**config.mk**
```make
export PLATFORM = sky130hd
export DESIGN_NAME = cht_hash
export DESIGN_NICKNAME = d
export VERILOG_FILES = /design/src/hw/rtl/cht_pkg.sv /design/src/hw/rtl/cht_hash.sv
export SDC_FILE = /design/constraint.sdc
export NUM_CORES = 2
export LEC_CHECK = 0
export BUFFER_PORTS_ARGS = -buffer_cell sky130_fd_sc_hd__buf_2
export CAP_MARGIN = 0
export CORE_ASPECT_RATIO = 1.25
export CORE_MARGIN = 2
export CORE_UTILIZATION = 55
export CTS_CLUSTER_SIZE = 40
export DETAILED_ROUTE_END_ITERATION = 8
export PLACE_DENSITY = 0.81
export SETUP_SLACK_MARGIN = 0.05
export SYNTH_ARGS = -nofsm -noshare
export SYNTH_HDL_FRONTEND = slang
export SYNTH_SLANG_ARGS = --single-unit
```
**constraint.sdc**
```tcl
create_clock -name clk -period 10.45 [get_ports clk]
set_input_delay 0 -clock clk [delete_from_list [all_inputs] [get_ports clk]]
set_output_delay 0 -clock clk [all_outputs]
set_load 0.01 [all_outputs]
```
**src/hw/rtl/cht_pkg.sv**
```systemverilog
// cuckoo hash table package: sizes, codes, memory entry and hash unit types
// used by cht_hash and cuckoo_hash_table_core, no dependencies
`timescale 1ns / 1ps

package cht_pkg;

    // table geometry, TABLE_SIZE must be a power of two
    localparam int TABLE_SIZE = 1024;
    localparam int ADDR_W     = $clog2(TABLE_SIZE);
    localparam int MAX_KICKS  = 32;
    localparam int KICK_W     = $clog2(MAX_KICKS + 1);

    localparam logic [32:0] HASH_PRIME = 33'd4294967291;

    typedef logic [ADDR_W-1:0] addr_t;
    typedef logic [KICK_W-1:0] kick_t;

    // request opcodes
    localparam logic [1:0] OP_INSERT = 2'd0;
    localparam logic [1:0] OP_DELETE = 2'd1;
    localparam logic [1:0] OP_LOOKUP = 2'd2;
    localparam logic [1:0] OP_UNUSED = 2'd3;

    // result status codes
    localparam logic [1:0] ST_DONE     = 2'd0;
    localparam logic [1:0] ST_MISS     = 2'd1;
    localparam logic [1:0] ST_CHAINERR = 2'd2;

    // configuration register indexes
    localparam logic [1:0] CFG_MULT_FIRST    = 2'd0;
    localparam logic [1:0] CFG_OFFSET_FIRST  = 2'd1;
    localparam logic [1:0] CFG_MULT_SECOND   = 2'd2;
    localparam logic [1:0] CFG_OFFSET_SECOND = 2'd3;

    // one table slot
    typedef struct packed {
        logic        valid;
        logic [31:0] key;
        logic [31:0] value;
    } entry_t;

    // hash unit status toward the controller
    typedef struct packed {
        logic  done;
        logic  busy;
        addr_t index;
    } hash_res_t;

endpackage

```
**src/hw/rtl/cht_hash.sv**
```systemverilog
// multi-cycle hash unit: xorshift, 64-bit multiply-add from 32x32 partial
// products, reduction mod 4294967291 and mod table size; uses cht_pkg
`timescale 1ns / 1ps

module cht_hash
(
    input  logic              clk,
    input  logic              rst_n,
    input  logic              start,
    input  logic [31:0]       key,
    input  logic [63:0]       mult,
    input  logic [63:0]       offset,
    output cht_pkg::hash_res_t res
);
    import cht_pkg::*;

    logic [63:0] k_reg;
    logic [63:0] acc_reg;
    logic [2:0]  step_reg;
    logic        busy_reg;
    logic        done_reg;
    addr_t       index_reg;

    logic [63:0] kext;
    logic [63:0] kmix;
    logic [31:0] op_a;
    logic [31:0] op_b;
    logic [63:0] prod;
    logic [34:0] fold1;
    logic [32:0] fold2;
    logic [32:0] reduced;

    // sign extension and xorshift mix of the incoming key
    assign kext = {{32{key[31]}}, key};
    assign kmix = kext ^ (kext << 7) ^ (kext << 13);

    // one shared 32x32 multiplier for the three low partial products
    always_comb
    begin
        case (step_reg)
            3'd0:    begin op_a = k_reg[31:0];  op_b = mult[31:0];  end
            3'd1:    begin op_a = k_reg[31:0];  op_b = mult[63:32]; end
            default: begin op_a = k_reg[63:32]; op_b = mult[31:0];  end
        endcase
    end
    assign prod = {32'd0, op_a} * {32'd0, op_b};

    // 2^32 == 5 mod prime, so fold the high word twice then one subtract
    assign fold1   = ({3'd0, acc_reg[63:32]} << 2) + {3'd0, acc_reg[63:32]}
                     + {3'd0, acc_reg[31:0]};
    assign fold2   = ({30'd0, acc_reg[34:32]} << 2) + {30'd0, acc_reg[34:32]}
                     + {1'b0, acc_reg[31:0]};
    assign reduced = (fold2 >= HASH_PRIME) ? (fold2 - HASH_PRIME) : fold2;

    // step sequencer
    always_ff @(posedge clk or negedge rst_n)
    begin
        if (!rst_n)
        begin
            step_reg <= 3'd0;
            busy_reg <= 1'b0;
            done_reg <= 1'b0;
        end
        else
        begin
            done_reg <= 1'b0;
            if (start)
            begin
                step_reg <= 3'd0;
                busy_reg <= 1'b1;
            end
            else if (busy_reg)
            begin
                step_reg <= step_reg + 3'd1;
                if (step_reg == 3'd5)
                begin
                    busy_reg <= 1'b0;
                    done_reg <= 1'b1;
                end
            end
        end
    end

    // datapath
    always_ff @(posedge clk)
    begin
        if (start)
        begin
            k_reg <= kmix;
        end
        else if (busy_reg)
        begin
            case (step_reg)
                3'd0:    acc_reg <= prod;
                3'd1:    acc_reg[63:32] <= acc_reg[63:32] + prod[31:0];
                3'd2:    acc_reg[63:32] <= acc_reg[63:32] + prod[31:0];
                3'd3:    acc_reg <= acc_reg + offset;
                3'd4:    acc_reg <= {29'd0, fold1};
                default: index_reg <= reduced[ADDR_W-1:0];
            endcase
        end
    end

    assign res.done  = done_reg;
    assign res.busy  = busy_reg;
    assign res.index = index_reg;

endmodule

```
Word-level counts from Yosys, hierarchy flattened
Cells that the tools add are included. W data, S select, Z words.

Logic and storage cells: 49. Output and inout bits: 12. Bits in registers: 143. Input bits: 163.

$lt $le $gt $ge: 1. Muxes and demuxes: 13. Add/sub/neg operators: 8. Equal/unequal tests: 5. $mul: 1. Bitwise operators: 4. Reduce and logical (&&, ||, !) cells: 10.

Operators with widths (count): $pmux W32 S4 (1); $xor A64 B64 Y64 (2); $pmux W32 S3 (1); $add A64 B64 Y64 (1); $mul A32 B32 Y64 (1); $mux W32 (2); $add A34 B32 Y35 (1); $add A35 B32 Y35 (1); $add A6 B32 Y33 (1); $ge A33 B32 Y1 const B (1); $add A32 B32 Y32 (1); $mux W10 (1); $sub A10 B10 Y10 const B (1); $reduce_and A3 Y1 (3); $add A5 B3 Y6 (1); $eq A3 B2 Y1 const B (2); $eq A3 B3 Y1 const B (2); $mux W1 (6); $mux W3 (2); $reduce_or A5 Y1 (1); $reduce_bool A4 Y1 (1); $reduce_or A2 Y1 (2); $add A3 B1 Y3 const B (1); $eq A3 B1 Y1 const B (1); 4 further kinds (5).

Depth between registers and ports, before layout
Depth after elaboration: 6. Gate-level depth with buffers: 45. Depth with buffers taken out: 42.

Worst setup path after synthesis
Ideal clock, no wire load.

Kind: reg2reg. Start point: register step_reg[1]. End point: register acc_reg[59], data pin. Path slack: 0.485 ns. Stages on the path, launching flop included: 40. Arrival: 9.694 ns. Setup time: 0.271 ns. Path buffers: 4. Data required time: 10.179 ns. Period minus slack after synthesis: 9.965 ns. Cell sequence: dfrtp_1 inv_1 ha_1 nor2b_1 clkbuf_1 buf_1 buf_1 mux2i_1 clkbuf_1 nor2_1 fa_1 fa_1 inv_1 fa_1 fa_1 inv_1 ha_1 ha_1 (+4 left out) and3_1 nand2_1 a31o_2 and2_1 o21ai_0 nand2b_1 xor2_1 ha_1 a21oi_1 o21ai_0 a21o_1 a21oi_1 o21ai_0 nor4b_1 o31ai_1 xor2_1 a222oi_1 o21ai_0.

Cells in the longest elaborated chain, start to end: 6. Elaborated cells on any way between the ends: 12. Those cells by class: add/sub (1); mul (1); eq/ne (4); mux (3); reduce/logical (3).

Ends and longest elaborated chain: start: declaration (RTL line cht_hash.sv:19) `logic [2:0] step_reg;`; start signal: assignment (RTL line cht_hash.sv:74) `step_reg <= step_reg + 3'd1;`; $eq A3 B1 Y1 / $logic_not A3 Y1 (equally long branches) (RTL line cht_hash.sv:40, cht_hash.sv:93); $reduce_or A2 Y1 (no source line); $mux W32 (RTL line cht_hash.sv:40) `case (step_reg)`; $mul A32 B32 Y64 (RTL line cht_hash.sv:46) `assign prod = {32'd0, op_a} * {32'd0, op_b};`; $add A32 B32 Y32 (RTL line cht_hash.sv:95, cht_hash.sv:96); $pmux W32 S4 * (RTL line cht_hash.sv:93) `case (step_reg)`; end signal: assignment (RTL line cht_hash.sv:94) `3'd0: acc_reg <= prod;`; end signal: assignment (RTL line cht_hash.sv:95) `3'd1: acc_reg[63:32] <= acc_reg[63:32] + prod[31:0];`; end signal: assignment (RTL line cht_hash.sv:96) `3'd2: acc_reg[63:32] <= acc_reg[63:32] + prod[31:0];`; end: declaration (RTL line cht_hash.sv:18) `logic [63:0] acc_reg;`.

Every way passes the cells marked *; elsewhere a longest branch is shown, timed or not. A chain may end at the register's enable or synchronous reset.

Final worst setup path
Start point: register step_reg[1]. End point: register acc_reg[63], data pin.

The elaborated chain is that of the path after synthesis.

==> impl_metrics.yaml <==
cts:
  cts_tree: "yes"
  ctsRootBufferMaster: "clkbuf_16"
  clock_latency_ps: 510
  cts_buffers: 17
  htree_levels: 4
  cts_buffer_depth: 2
  clock-sinks: 124
  clkTransAtPathRegs_ps: 80
timing:
  worst_slew_pin_slew_ps: 960.6
  whs_ps: 65.17
  maxSlewViolCount: 0
  rsz0062_at_grt: "false"
  period_share_pct: 97.05
  fin_crit_ps: 10140
  finalSetupViolations: 0
  hold_viol_final: 0
  max_freq_mhz: 98.61
  fin_worst_skew_ps: 24.34
  max_slew_margin_pct: 34.70
synth:
  yosysSeqAreaShare_pct: 8.010
  synth_cell_type_count: 86
  syn-num-nets: 6753
  avgSynthCellArea_um2: 8.780
  synthFlopType: "edfxtp_1"
  synthArstFlopShare_pct: 4.032
  netlist_area_um2: 46170
  synth_seq_cells: 124
  ys_warn_count: 0
  syn_inst: 5259
  synth_edf_count: 119
detailed_routing:
  drc_errors: 0
  dr_total_vias: 40140
  vias_per_cell: 6.173
  postRouteWirelength_um: 161100
  drt_iter0_markers: 4625
  drtPass1Iterations: 8
  final_antenna_net_count: 0
  wire_per_inst_um: 24.78
layout:
  drive_gt1_share_pct: 8.893
  final_common_cell: "fa_1"
  fillers: 7139
  final_nets: 6901
  area_delta_synth_final_pct: 8.460
  final_cell_mix: "928 x fa_1, 918 x inv_1, 825 x nand2_1, 476 x nor2_1, 398 x ha_1"
  largest_register_ffs: 64
placement:
  port_buffers: 174
  dp_hpwl_um: 134400
  gp_congestion: 1.102
setup_path:
  worstPathMaxFanout: 26
  worst-path-buf-inv: 7
  r2r_cells: 30
  r2r-start: "step_reg[1]"
  rr_endpoint: "acc_reg[63]"
  reg2reg_setup_slack_ps: 310
  start_kind: "flip-flop"
  criticalPathCategory: "flip-flop to flip-flop"
  critPathCapture: "acc_reg[63]"
  arrival_ps: 10380
  required_ps: 10690
  crit_family: "adder cells"
  end_kind: "flip-flop"
  crit_top_cell: "fa_1"
  critPathSlowestCell: "mux2i_4"
  max_stage_delay_ps: 580
  crit_cells: 30
  cp-startpoint: "step_reg[1]"
global_routing:
  grt_pass1_wl_um: 243400
  grt_max_degree: 65
  grt_antenna_before_repair: 6
  globalRouteMet3Util_pct: 9.558
  use_met2_pct: 60.36
  track_usage_pct: 37.67
  busiest_layer: "met2"
  grt_pass1_vias: 41490
  grt_overflow: 0
  grt.met1_usage_pct: 44.83
floorplan:
  num_rows: 118
  ios: 175
  die_h_um: 327.9
  die_x_um: 263.2
  core_area_um2: 82970
  initial_utilization_pct: 55.65
  die_area_um2: 86300
job:
  max_cap_viol_count: 0
hold_path:
  hold_class: "input port to flip-flop"
  min_path_cells: 5
run_status:
  outcome: "finished clean"
cells by family (layout without fill, tap and decap cells):
group,after synthesis,count (layout),synth area share (%)
other,0,2,0
adder cells (fa/ha/maj),1331,1331,51.17
multiplexers,90,90,2.068
AND/OR/NAND/NOR,1595,1595,14.51
XOR/XNOR,237,237,4.512
AO/OA/AOI/OAI,730,730,10.33
flip-flops,124,124,8.010
buffers and inverters,1152,1313,9.398
synthesized netlist by cell type (6+ instances only):
master | n | area share [%]
xor2_1 | 88 | 1.7
nor2_1 | 480 | 3.9
clkbuf_1 | 218 | 1.8
xnor2_1 | 148 | 2.8
o21ai_0 | 135 | 1.5
and4_1 | 9 | 0.17
nand3b_1 | 9 | 0.15
a221o_1 | 14 | 0.30
a22oi_1 | 35 | 0.57
nor2b_1 | 29 | 0.39
buf_1 | 11 | 0.089
ha_1 | 402 | 11
a221oi_1 | 7 | 0.13
a211o_1 | 7 | 0.13
nand3_1 | 43 | 0.47
o21ai_1 | 6 | 0.065
o211ai_1 | 19 | 0.31
mux2i_1 | 47 | 1.0
o21a_1 | 21 | 0.34
a31oi_1 | 26 | 0.35
and2_1 | 26 | 0.35
nand2_1 | 825 | 6.7
mux2_2 | 43 | 1.0
edfxtp_1 | 119 | 7.7
nor3_1 | 38 | 0.41
o31ai_1 | 10 | 0.16
a21oi_1 | 214 | 2.3
or2_2 | 12 | 0.16
fa_1 | 929 | 40
nand2b_1 | 27 | 0.37
o221ai_1 | 20 | 0.38
a211oi_1 | 14 | 0.23
a21boi_0 | 7 | 0.11
o21bai_1 | 28 | 0.46
inv_1 | 918 | 7.5
and3_1 | 28 | 0.38
nand4_1 | 34 | 0.46
a21o_1 | 105 | 1.7
worst min path at each step:
stage,slack (ps),from,to
after floorplan,-300,rst_n,busy_reg
after global placement,-130,rst_n,done_reg
after detailed placement,-120,rst_n,done_reg
after CTS,50,key[17],k_reg[24]
after global routing,80,offset[63],acc_reg[63]
final,70,offset[63],acc_reg[63]
per-layer routing:
| metal | wire (um) | up-vias | share of wire [%] |
|---|---|---|---|
| met5 | 61 | - | 0.038 |
| met2 | 73560 | 2600 | 46 |
| met3 | 17990 | 745 | 11 |
| met1 | 55340 | 19870 | 34 |
| li1 | - | 16910 | - |
| met4 | 14200 | 10 | 8.8 |
timing repair:
item,CTS,global route
resized for setup,3,27
pin swaps,0,3
hold buffers,35,0
endpoints found under the setup margin,3,10
cloned,0,3
buffers inserted,0,5
endpoints found under the hold margin,46,0
cell type report:
type | instances | area, um^2 | share of cell area [%]
multi-input combinational | 3983 | 38400 | 76.69
timing repair buffer | 362 | 2571 | 5.134
antenna | 2 | 5.005 | 0.009994
sequential | 124 | 3699 | 7.386
clock buffer | 17 | 425.4 | 0.8495
tap | 1080 | 1351 | 2.698
clock inverter | 15 | 173.9 | 0.3473
inverter | 919 | 3450 | 6.888
worst min-delay path, delay by kind of cell:
family | cells | cell delay, ps
AOI/OAI and AO/OA | 1 | 100
xor gates and xnor gates | 1 | 70
muxes | 1 | 100
buffers and inverters | 1 | 90
and+or+nand+nor | 1 | 80
per-stage QoR:
step	instance area [um^2]	util (%)	TNS, ps	cells	setup WS (ps)
2_1_floorplan	46170	-	0	5259	484.8
3_3_place_gp	48850	58.87	0	6425	216.2
3_5_place_dp	48850	58.87	-86.51	6425	-72.32
4_1_cts	49820	60.04	0	6492	142.9
5_1_grt	50070	60.35	0	6500	7.726
6_report	50080	60.35	0	6502	308.6
Power is left out: the tool's default activity adds up to more than one toggle a clock period on the data nets, which glitch-free logic cannot reach.
